`src/hdl/inwf_pkg.sv`:
```
// ============================================================================
// Impulse noise window filter package
// Shared types, codes and default sizes for the filter block.
// ============================================================================
package inwf_pkg;

    // Default sizes of the line store.
    localparam int MAX_WIDTH_DEF  = 1024;
    localparam int MAX_WINDOW_DEF = 5;

    // Fixed field widths.
    localparam int PIX_W   = 8;
    localparam int ROW_W   = 12;
    localparam int COL_W   = 10;
    localparam int CFGW_W  = 11;
    localparam int CFGH_W  = 13;
    localparam int WIN_W   = 3;
    localparam int CFGD_W  = 13;
    localparam int CFGI_W  = 2;

    // Largest row count and the cap on the row width.
    localparam int MAX_HEIGHT = 4096;
    localparam int WIDTH_CAP  = 1024;

    // Results one pixel beat may release.
    localparam int MAX_RES = 4;

    // Impulse noise levels.
    localparam logic [PIX_W-1:0] PIX_BLACK = 8'd0;
    localparam logic [PIX_W-1:0] PIX_WHITE = 8'd255;

    // Shared divider: sum of up to 49 pixels by a count of up to 49.
    localparam int DIV_W  = 14;
    localparam int DIVS_W = 6;

    // Depth of the queue between front and back.
    localparam int Q_DEPTH = 2;

    typedef enum logic [CFGI_W-1:0] {
        CFG_WIDTH  = 2'd0,
        CFG_HEIGHT = 2'd1,
        CFG_WINDOW = 2'd2,
        CFG_MODE   = 2'd3
    } t_cfg_idx;

    typedef struct packed {
        logic [CFGW_W-1:0] width;
        logic [CFGH_W-1:0] height;
        logic [WIN_W-1:0]  win;
        logic              mode;
    } t_cfg;

    typedef struct packed {
        logic             is_flush;
        logic [PIX_W-1:0] pixel;
    } t_item;

    typedef enum logic [3:0] {
        S_IDLE,
        S_DECODE,
        S_WMOD,
        S_CHECK,
        S_RMOD,
        S_RD,
        S_DRAIN,
        S_EVAL,
        S_MDIV,
        S_ADV,
        S_LOOK
    } t_state;

endpackage

```
`src/hdl/inwf_front.sv`:
```
// ============================================================================
// Impulse noise window filter front end
// Accepts input beats, classifies them as pixel or flush and queues them.
// ============================================================================
module inwf_front
    import inwf_pkg::*;
(
    input  logic             i_clk,
    input  logic             i_rst_n,
    input  logic             i_valid,
    output logic             o_stall,
    input  logic             i_command,
    input  logic [PIX_W-1:0] i_pixel_in,
    output logic             o_item_valid,
    output t_item            o_item,
    input  logic             i_pop
);

    localparam int PW = $clog2(Q_DEPTH);

    t_item             r_q [Q_DEPTH];
    logic [PW-1:0]     r_wp;
    logic [PW-1:0]     r_rp;
    logic [PW:0]       r_cnt;
    logic              w_push;
    logic              w_pop;
    t_item             w_new;

    assign o_stall      = (r_cnt == (PW+1)'(Q_DEPTH));
    assign o_item_valid = (r_cnt != '0);
    assign o_item       = r_q[r_rp];
    assign w_push       = i_valid && !o_stall;
    assign w_pop        = i_pop && o_item_valid;

    always_comb begin
        w_new.is_flush = i_command;
        w_new.pixel    = i_pixel_in;
    end

    always_ff @(posedge i_clk) begin
        if (w_push) begin
            r_q[r_wp] <= w_new;
        end
    end

    always_ff @(posedge i_clk) begin
        if (!i_rst_n) begin
            r_wp  <= '0;
            r_rp  <= '0;
            r_cnt <= '0;
        end else begin
            if (w_push) begin
                r_wp <= (r_wp == PW'(Q_DEPTH-1)) ? '0 : r_wp + 1'b1;
            end
            if (w_pop) begin
                r_rp <= (r_rp == PW'(Q_DEPTH-1)) ? '0 : r_rp + 1'b1;
            end
            if (w_push && !w_pop) begin
                r_cnt <= r_cnt + 1'b1;
            end else if (w_pop && !w_push) begin
                r_cnt <= r_cnt - 1'b1;
            end
        end
    end

endmodule

```
`config.mk`:
```
export PLATFORM = sky130hd
export DESIGN_NAME = inwf_front
export DESIGN_NICKNAME = d
export VERILOG_FILES = /design/src/hdl/inwf_pkg.sv /design/src/hdl/inwf_front.sv
export SDC_FILE = /design/constraint.sdc
export NUM_CORES = 1
export LEC_CHECK = 0
export BUFFER_PORTS_ARGS = -buffer_cell sky130_fd_sc_hd__buf_2
export CAP_MARGIN = 5
export CORE_UTILIZATION = 35
export CTS_CLUSTER_SIZE = 40
export DETAILED_ROUTE_END_ITERATION = 12
export SETUP_SLACK_MARGIN = 0.3
export SLEW_MARGIN = 20
export SYNTH_ARGS = -nofsm -noshare
export SYNTH_HDL_FRONTEND = slang
export SYNTH_SLANG_ARGS = --single-unit
```
`constraint.sdc`:
```
create_clock -name i_clk -period 2.5 [get_ports i_clk]
set_input_delay 0.125 -clock i_clk [delete_from_list [all_inputs] [get_ports i_clk]]
set_output_delay 0.125 -clock i_clk [all_outputs]
set_load 0.02 [all_outputs]
```
==> results.yml, run 1 <==
run_status:
  status: "finished, final reports clean"
grt:
  grt_pass1_vias: 499
  met1_usage_pct: 12.99
  grt_util_all_layers_pct: 11.16
  top_usage_layer: "met2"
  grt_use_met2_pct: 17.52
  grt_antenna_before_repair: 0
  grt_use_met3_pct: 3.188
  grt_max_degree: 13
  overflow: 0
  grt_pass1_wl_um: 2090
finish:
  instances_no_fill: 114
  syn_to_final_growth_pct: 27.34
  diodes: 0
  drive_above_1_share_pct: 44.19
  nNetsFinal: 101
worst_setup_path:
  end_kind: "flip-flop"
  startpoint_type: "flip-flop"
  r2r-end: "r_q[0][1]"
  crit_fanout: 10
  reg2reg_depth: 3
  reg2reg_slack_ns: 0.92
  rr_startpoint: "r_cnt[0]"
  cp.arrival_ns: 1.52
  cp.required_ns: 2.44
  critPathKind: "flip-flop to flip-flop"
worst_hold_path:
  hp-start: "i_pixel_in[6]"
  hold_depth: 1
  min_to: "r_q[0][6]"
  hp-class: "primary input to flip-flop"
run:
  drv_cap: 0
cts:
  clkLatencyLatePin_ns: 0.30
  clk_pin_slew_ns: 0.11
  cts_buffer_depth: 2
  h-tree-depth: 1
  cts_root_buf: "clkbuf_4"
  post-cts-setup-buffer-count: 0
  cts_inserted_buffers: 3
  cts_tree: "yes"
  clkSinkCount: 23
drt:
  drt-total-wl_um: 1334
  ant_nets: 0
  vias: 535
  viasPerCell: 4.693
  drc: 0
  drt_iter0_drc: 8
  dr.pass1.iters: 4
  wire_per_inst_um: 11.70
power_and_ir_drop:
  ir_drop_v: 0.0005182
  power-per-cell-area_nw_per_um2: 944.9
  total_power_mw: 1.063
  p_leak_nw: 0.4423
synth:
  synth_cell_type_count: 21
  avgSynthCellArea_um2: 16.67
  yosysWarnings: 0
  ys_seq_area_share_pct: 72.52
  ys_ff_latch: 23
  synth_area_um2: 883.3
  synth_nets: 67
  netlist_instances: 53
place:
  placed_cells_incl_taps: 103
  gp_congestion: 0.7121
  io_buffers: 23
  dp_hpwl_um: 939.5
floorplanning:
  die_y_um: 52.24
  dieWidth_um: 52.24
  dieArea_um2: 2729
  coreArea_um2: 2297
  fp-row-count: 17
  initial_core_util_pct: 38.45
  io_pins: 24
timing:
  slew_violations: 0
  period_share_pct: 63.25
  setup_viol: 0
  worst_pin_slew_ns: 0.7366
  fmax_mhz: 632.4
  relSlewSlack_pct: 50.62
  tns_ns: 0
  hold_violations: 0
  rsz0062_at_grt: "false"
  fin_skew_ns: 0.002636
  min_period_ns: 1.581
[routing by layer]
metal	wire length, um	vias to the layer above	share of wire (%)
met1	593	250	44
met4	33	0	2.5
met2	622	17	47
met5	0	-	0
li1	-	264	-
met3	85	4	6.4
[what timing repair did]
| action | CTS | global route |
|---|---|---|
| resized for setup | 0 | 0 |
| hold endpoints to repair | 8 | 6 |
| hold buffers | 4 | 3 |
[registers in the layout (all words and copies together) (netlist names), named ones only]
signal and flops:
r_q 18, r_cnt 2, r_rp 1, r_wp 1
[Yosys cell counts (all sizes together)]
cell	count	share of area, %
or2	1	0.71
xor2	1	0.99
nor3	1	1.1
nand2b	1	0.71
and2	3	2.1
buf	1	0.57
ha	1	1.4
edfxtp	18	61
and3	1	0.71
a21boi	2	1.7
or3	1	0.71
dfxtp	5	11
nor2	1	0.42
xnor2	2	2.0
o21ai	2	1.1
mux2	9	11
inv	2	0.85
o21a	1	0.85
[critical path, stage by stage, from the launching register on]
cell      delay, ns
dfxtp_1        0.42
nand2b_1       0.18
inv_2          0.06
nor3_2         0.56
[kinds of logic after synthesis]
family,synth area share (%)
flip-flops,72.52
AO/OA/AOI/OAI,3.683
adder cells (fa/ha/maj),1.416
XOR/XNOR,2.975
buffers and inverters,1.415
multiplexers,11.47
AND/OR/NAND/NOR,6.517
[worst max path at each step]
| stage | startpoint | depth (start not counted) | slack (ns) | endpoint |
|---|---|---|---|---|
| floorplan | r_cnt[0] | 6 | 0.99 | r_cnt[1] |
| global placement | r_cnt[0] | 3 | 0.96 | r_q[0][7] |
| detailed placement | r_cnt[0] | 3 | 0.91 | r_q[0][1] |
| CTS | r_cnt[0] | 3 | 0.89 | r_q[0][1] |
| global route | r_cnt[0] | 3 | 0.77 | r_q[0][4] |
| finish | r_cnt[0] | 3 | 0.92 | r_q[0][1] |
[final cells by class]
cell class,count,area [um^2]
sequential,23,640.6
multi-input combinational,27,230.2
fill,213,1172
clock buffer,4,26.28
timing repair buffer,30,185.2
inverter,2,7.507
tap,28,35.03
[stage by stage]
stage / setup WS (ns) / hold WS, ns / area [um^2] / util [%]
floorplan: 0.9910 / 0.2239 / 883.3 / -
global placement: 0.9555 / 0.3174 / 1028 / 44.77
detailed placement: 0.9073 / 0.3186 / 1028 / 44.77
CTS: 0.8853 / 0.0002368 / 1095 / 47.66
global route: 0.7696 / 0.004114 / 1125 / 48.97
finish: 0.9188 / 0.01366 / 1125 / 48.97
[layout by cell type (no fill, tap or decap)]
cell	instances
buf_2	23
edfxtp_1	18
mux2_2	9
dlygate4sd3_1	7
dfxtp_1	5
and2_1	3
clkbuf_4	3
xnor2_1	2
or2_2	1
nand2b_1	1
inv_2	1
inv_1	1
nor2_1	1
o21ai_1	1
and3_1	1
nor3_2	1
a21boi_0	1
o21a_1	1
xor2_1	1
o21ai_0	1
or3_1	1
a21boi_1	1
ha_1	1
clkbuf_1	1
[power by group]
part,switching [mW],total [mW],internal [mW],leakage [nW]
clock,0.0993,0.161,0.0621,0.0150
combinational,0.195,0.367,0.172,0.218
sequential,0.0467,0.534,0.487,0.209
(Power assumes the default switching activity.)
==> run 2, diff against run 1 <==
--- a/config.mk
+++ b/config.mk
@@ -5,6 +5,7 @@
 export SDC_FILE = /design/constraint.sdc
 export NUM_CORES = 1
 export LEC_CHECK = 0
+export ABC_AREA = 1
 export BUFFER_PORTS_ARGS = -buffer_cell sky130_fd_sc_hd__buf_2
 export CAP_MARGIN = 5
 export CORE_UTILIZATION = 35
==> constraint.sdc (replaced) <==
create_clock -name i_clk -period 1.46 [get_ports i_clk]
set_input_delay 0.073 -clock i_clk [delete_from_list [all_inputs] [get_ports i_clk]]
set_output_delay 0.073 -clock i_clk [all_outputs]
set_load 0.02 [all_outputs]
==> run 2 against run 1 <==
Global-route usage grew 3.0 points. Synthesized cell count increased by 23%. Area after synthesis up 1.3%. Worst setup slack lost 0.78 ns. Clock skew rose by 0.0060 ns. Design area is 27% higher. Hold slack gained 0.13 ns. Wire length increased by 31%. Sequential share of layout area shrank 12 points. Power rose by 120%. Critical endpoint is now o_item[8]. Largest cell class unchanged. Largest power group is now combinational cells.
==> results.yml, run 2 <==
finish:
  multi_input_area_um2: 306.5
  top_register: "r_q"
  syn_to_final_growth_pct: 59.58
  nNetsFinal: 126
  fillerInstances: 183
  final_util_pct: 61.58
  top_regs: "r_q: 18 flops, r_cnt: 2 flops"
  ff_latch_area_um2: 646.9
  layout_commonest_cell: "edfxtp_1"
  largest_register_ffs: 18
  diodes: 0
  layout_common_cells: "edfxtp_1, buf_6, buf_2"
  drive_above_1_share_pct: 56.76
worst_setup_path:
  cpMaxStageDelayCell: "dfxtp_2"
  crit_fanout: 5
  cp.required_ns: 1.39
  rr_startpoint: "r_cnt[0]"
  r2r-end: "r_cnt[1]"
  end_kind: "output port"
  critPathBufInv: 2
  crit_chain: "buf_6 > mux2_4 > buf_6"
  critPathKind: "flip-flop to output port"
  crit_top_cell: "buf_6"
  reg2reg_slack_ns: 0.25
  cp_top_family: "flip-flops"
  startpoint_type: "flip-flop"
  reg2reg_depth: 8
  cp.arrival_ns: 1.25
  cpPeakStageDelay_ns: 0.37
floorplanning:
  fp-row-count: 17
  coreArea_um2: 2318
  io_pins: 24
  die_y_um: 52.56
  dieArea_um2: 2762
  initial_core_util_pct: 38.59
  dieWidth_um: 52.56
synth:
  synthArstFlopShare_pct: 0
  synth_nets: 79
  ys_ff_latch: 23
  synth_largest_area_cell: "edfxtp_1"
  synth_edf_count: 18
  synth_commonest_cells: "edfxtp_1, mux2_2, nor2_1"
  avgSynthCellArea_um2: 13.76
  synth_flop_cell: "edfxtp_1"
  synth_area_um2: 894.6
  synth_cell_type_count: 17
  synth_top_area_share_pct: 60.42
  yosysMostFrequentCell: "edfxtp_1"
  ys_seq_area_share_pct: 71.61
  netlist_instances: 65
  yosysWarnings: 0
  synth.area.top_cells: "edfxtp_1, mux2_2, dfxtp_1, nor2_1, nand2_1"
cts:
  cts_inserted_buffers: 3
  h-tree-depth: 1
  cts_buffer_depth: 2
  clkLatencyLatePin_ns: 0.31
  cts_root_buf: "clkbuf_4"
  clkSinkCount: 23
  clk_pin_slew_ns: 0.13
  cts_tree: "yes"
drt:
  drc: 0
  drt_iter0_drc: 10
  viasPerCell: 4.518
  ant_nets: 0
  drt-total-wl_um: 1744
  dr.pass1.iters: 4
  vias: 628
  wire_per_inst_um: 12.55
timing:
  period_share_pct: 90.37
  hold_violations: 0
  relSlewSlack_pct: 89.77
  fmax_mhz: 757.9
  worst_pin_slew_ns: 0.1533
  rsz0062_at_grt: "true"
  hold_ws_ns: 0.1456
  tns_ns: 0
  fin_skew_ns: 0.008666
  setup_viol: 0
  slew_violations: 0
  min_period_ns: 1.319
grt:
  overflow: 0
  grt_pass1_vias: 617
  grt_util_all_layers_pct: 14.16
  grt_antenna_before_repair: 0
  grt_max_degree: 14
  grt_pass1_wl_um: 2732
power_and_ir_drop:
  p_leak_nw: 0.5978
  power-per-cell-area_nw_per_um2: 1606
  ir_drop_v: 0.001052
worst_hold_path:
  hold_depth: 5
  hp-start: "i_valid"
  hp-class: "primary input to flip-flop"
  min_to: "r_wp"
run_status:
  status: "finished, final reports clean"
place:
  io_buffers: 23
  dp_hpwl_um: 1076
  gp_congestion: 0.6618
run:
  drv_cap: 0
[run 2: cell count changes after synthesis, sizes merged, moves of 2 or more]
cell    delta
a21boi     -2
and2       -3
inv        +6
nand2      +7
nor2       +8
xnor2      -2
[run 2: where the power goes]
group,switching (mW),total [mW],internal (mW)
combinational,0.510,1.08,0.572
clock,0.185,0.288,0.102
sequential,0.0756,0.923,0.847
total,0.771,2.29,1.52
[run 2: through the flow]
step / power [mW] / instance area (um^2) / setup slack (ns) / cells
finish: 2.292 / 1428 / 0.1406 / 139
global placement: 1.587 / 1087 / 0.1654 / 120
CTS: 2.168 / 1356 / 0.1286 / 137
global route: 2.442 / 1428 / 0.07673 / 139
floorplan: 1.380 / 904.6 / 0.2153 / 65
detailed placement: 1.604 / 1087 / 0.1321 / 120
[run 2: worst max-delay path by stage]
stage / start / end / depth (start not counted)
2_1_floorplan: r_cnt[1] / r_q[1][0] / 3
3_3_place_gp: r_cnt[0] / r_cnt[1] / 8
3_5_place_dp: r_cnt[0] / r_cnt[1] / 8
4_1_cts: flip-flop / o_item[2] / 3
5_1_grt: flip-flop / o_item[8] / 3
6_report: flip-flop / o_item[8] / 3
[run 2: cell families after synthesis]
group / share of synthesized area (%)
flip-flops: 71.61
AND/OR/NAND/NOR: 8.252
buffers and inverters: 3.916
multiplexers: 11.33
adder cells (fa/ha/maj): 1.398
AO/OA/AOI/OAI: 3.495
[run 2: layer usage]
metal / track usage (%) / part of all wire, % / vias to the layer above
met5: 0 / 0 / -
met4: 6.579 / 1.7 / 0
met3: 1.739 / 2.8 / 4
met2: 25.32 / 53 / 15
met1: 16.61 / 42 / 290
li1: - / - / 319
[run 2: tightest hold or removal path: stages]
cell	delay (ns)
buf_2	0.11
o21ai_4	0.06
inv_2	0.05
nor2_1	0.08
nor2_1	0.05
[run 2: timing repair]
action                                 in CTS  in global routing
cloned                                      0                  1
gates resized for setup                    35                 17
endpoints found under the hold margin      19                  0
setup buffers                               3                  1
pin swaps                                   9                  5
hold buffers                               10                  0
setup endpoints to repair                  11                 31
[run 2: final cells by class]
cell class              instances  share of cell area (%)
clock buffers                   3                   1.578
repair buffers                 43                   26.73
inverters                       8                   2.103
multi-input cells              33                   21.47
well taps                      28                   2.454
clock inverters                 1                  0.3506
flip-flops and latches         23                   45.31
==> run 3, diff against run 2 <==
--- a/config.mk
+++ b/config.mk
@@ -11,6 +11,7 @@
 export CORE_UTILIZATION = 35
 export CTS_CLUSTER_SIZE = 40
 export DETAILED_ROUTE_END_ITERATION = 12
+export PLACE_DENSITY = 0.53
 export SETUP_SLACK_MARGIN = 0.3
 export SLEW_MARGIN = 20
 export SYNTH_ARGS = -nofsm -noshare
==> run 3 against run 2 <==
Sequential share of layout area is 0.70 points lower. Global-route usage is 0.35 points lower. Worst setup slack worse by 0.021 ns.
==> results.yml, run 3 (same netlist as run 2, synthesis figures left out) <==
run_status:
  status: "finished, final reports clean"
power_and_ir_drop:
  p_int_mw: 1.593
  p_sw_mw: 0.8046
  p_leak_nw: 0.6034
  seqPwrFrac_pct: 38.4
  power-per-cell-area_nw_per_um2: 1654
  switching_share_pct: 33.55
  ir_drop_v: 0.001008
  total_power_mw: 2.398
  clkPwrFrac_pct: 11.7
  comb_power_share_pct: 50.0
finish:
  syn_to_final_growth_pct: 62.10
  top_register: "r_q"
  stdcell_area_um2: 1450
  diodes: 0
  layout_common_cells: "buf_6, edfxtp_1, buf_2"
  nNetsFinal: 127
  top_regs: "r_q: 18 flops, r_cnt: 2 flops"
  largest_register_ffs: 18
  layout_commonest_cell: "buf_6"
  final_util_pct: 62.55
  drive_above_1_share_pct: 58.93
  fillerInstances: 182
cts:
  cts_tree: "yes"
  cts_buffer_depth: 2
  cts_inserted_buffers: 3
  h-tree-depth: 1
  clk_pin_slew_ns: 0.12
  clkSinkCount: 23
  cts_root_buf: "clkbuf_4"
  clkLatencyLatePin_ns: 0.30
worst_setup_path:
  cpPeakStageDelay_ns: 0.38
  crit_top_cell: "buf_6"
  end_kind: "output port"
  crit_chain: "buf_6 > mux2_4 > buf_6"
  r2r-end: "r_cnt[1]"
  rr_startpoint: "r_cnt[1]"
  critPathKind: "flip-flop to output port"
  startpoint_type: "flip-flop"
  cp.required_ns: 1.39
  reg2reg_depth: 8
  cpMaxStageDelayCell: "dfxtp_2"
  reg2reg_slack_ns: 0.22
  crit_fanout: 5
  cp.arrival_ns: 1.27
grt:
  grt_util_all_layers_pct: 13.81
  grt_pass1_vias: 603
  overflow: 0
  grt_antenna_before_repair: 0
  grt_pass1_wl_um: 2670
  grt_max_degree: 13
timing:
  period_share_pct: 91.84
  setup_viol: 0
  fmax_mhz: 745.8
  relSlewSlack_pct: 87.76
  min_period_ns: 1.341
  hold_ws_ns: 0.02782
  slew_violations: 0
  rsz0062_at_grt: "true"
  worst_pin_slew_ns: 0.1833
  fin_skew_ns: 0.002121
  tns_ns: 0
  hold_violations: 0
worst_hold_path:
  min_to: "r_cnt[1]"
  hp-class: "primary input to flip-flop"
  hold_depth: 3
  hp-start: "i_rst_n"
drt:
  drt_iter0_drc: 5
  drc: 0
  drt-total-wl_um: 1794
  ant_nets: 0
  dr.pass1.iters: 2
  wire_per_inst_um: 12.81
  vias: 625
  viasPerCell: 4.464
floorplanning:
  initial_core_util_pct: 38.59
  die_y_um: 52.56
  coreArea_um2: 2318
  dieArea_um2: 2762
  dieWidth_um: 52.56
  io_pins: 24
  fp-row-count: 17
place:
  gp_congestion: 0.7024
  io_buffers: 23
  place_area_um2: 1087
  dp_hpwl_um: 1092
run:
  drv_cap: 0
==> run 3: worst max-delay path, delay by kind of cell (launching register included) <==
family / cells / cell delay (ns)
muxes: 1 / 0.31
DFF: 1 / 0.38
buffers and inverters: 2 / 0.28
==> run 3: area by class of cell <==
cell class              instances  area [um^2]  area share (%)
well taps                      28        35.03           2.416
multi-input cells              33        312.8           21.57
repair buffers                 44        394.1           27.18
flip-flops and latches         23        646.9           44.61
inverters                       8        35.03           2.416
clock buffers                   4        26.28           1.812
==> run 3: routing by layer <==
metal	up-vias	wire length (um)	GRT usage, %	part of all wire (%)
li1	318	-	-	-
met5	-	0	0	0
met3	2	66	2.899	3.7
met2	15	926	22.78	52
met1	290	786	17.59	44
met4	0	14	5.263	0.78
==> run 3: worst max path at each step <==
stage	startpoint	end	slack [ns]
2_1_floorplan	r_cnt[1]	r_q[1][0]	0.22
3_3_place_gp	r_cnt[0]	r_cnt[1]	0.15
3_5_place_dp	r_cnt[0]	r_cnt[1]	0.14
4_1_cts	flip-flop	o_item[0]	0.10
5_1_grt	flip-flop	o_item[0]	0.07
6_report	flip-flop	o_item[8]	0.12
==> run 3: timing repair <==
item / 4_1_cts / 5_1_grt
pin swaps: 9 / 3
resized for setup: 33 / 25
buffers inserted: 4 / 2
hold buffers: 9 / 0
endpoints found under the hold margin: 18 / 0
setup endpoints to repair: 11 / 31
gates cloned: 1 / 0
==> run 3: power groups by stage <==
| stage | Combinational (mW) | Clock [mW] | Sequential, mW |
|---|---|---|---|
| after global routing | 1.28 | 0.317 | 0.931 |
| final | 1.20 | 0.280 | 0.920 |
| after global placement | 0.682 | 0 | 0.909 |
| after CTS | 0.974 | 0.290 | 0.912 |
| after floorplan | 0.480 | 0 | 0.901 |
| after detailed placement | 0.689 | 0 | 0.914 |
==> run 3: per-stage QoR <==
step                cells  setup slack [ns]
global placement      120            0.1535
floorplan              65            0.2153
global route          140           0.07156
finish                140            0.1191
detailed placement    120            0.1359
CTS                   138            0.1005
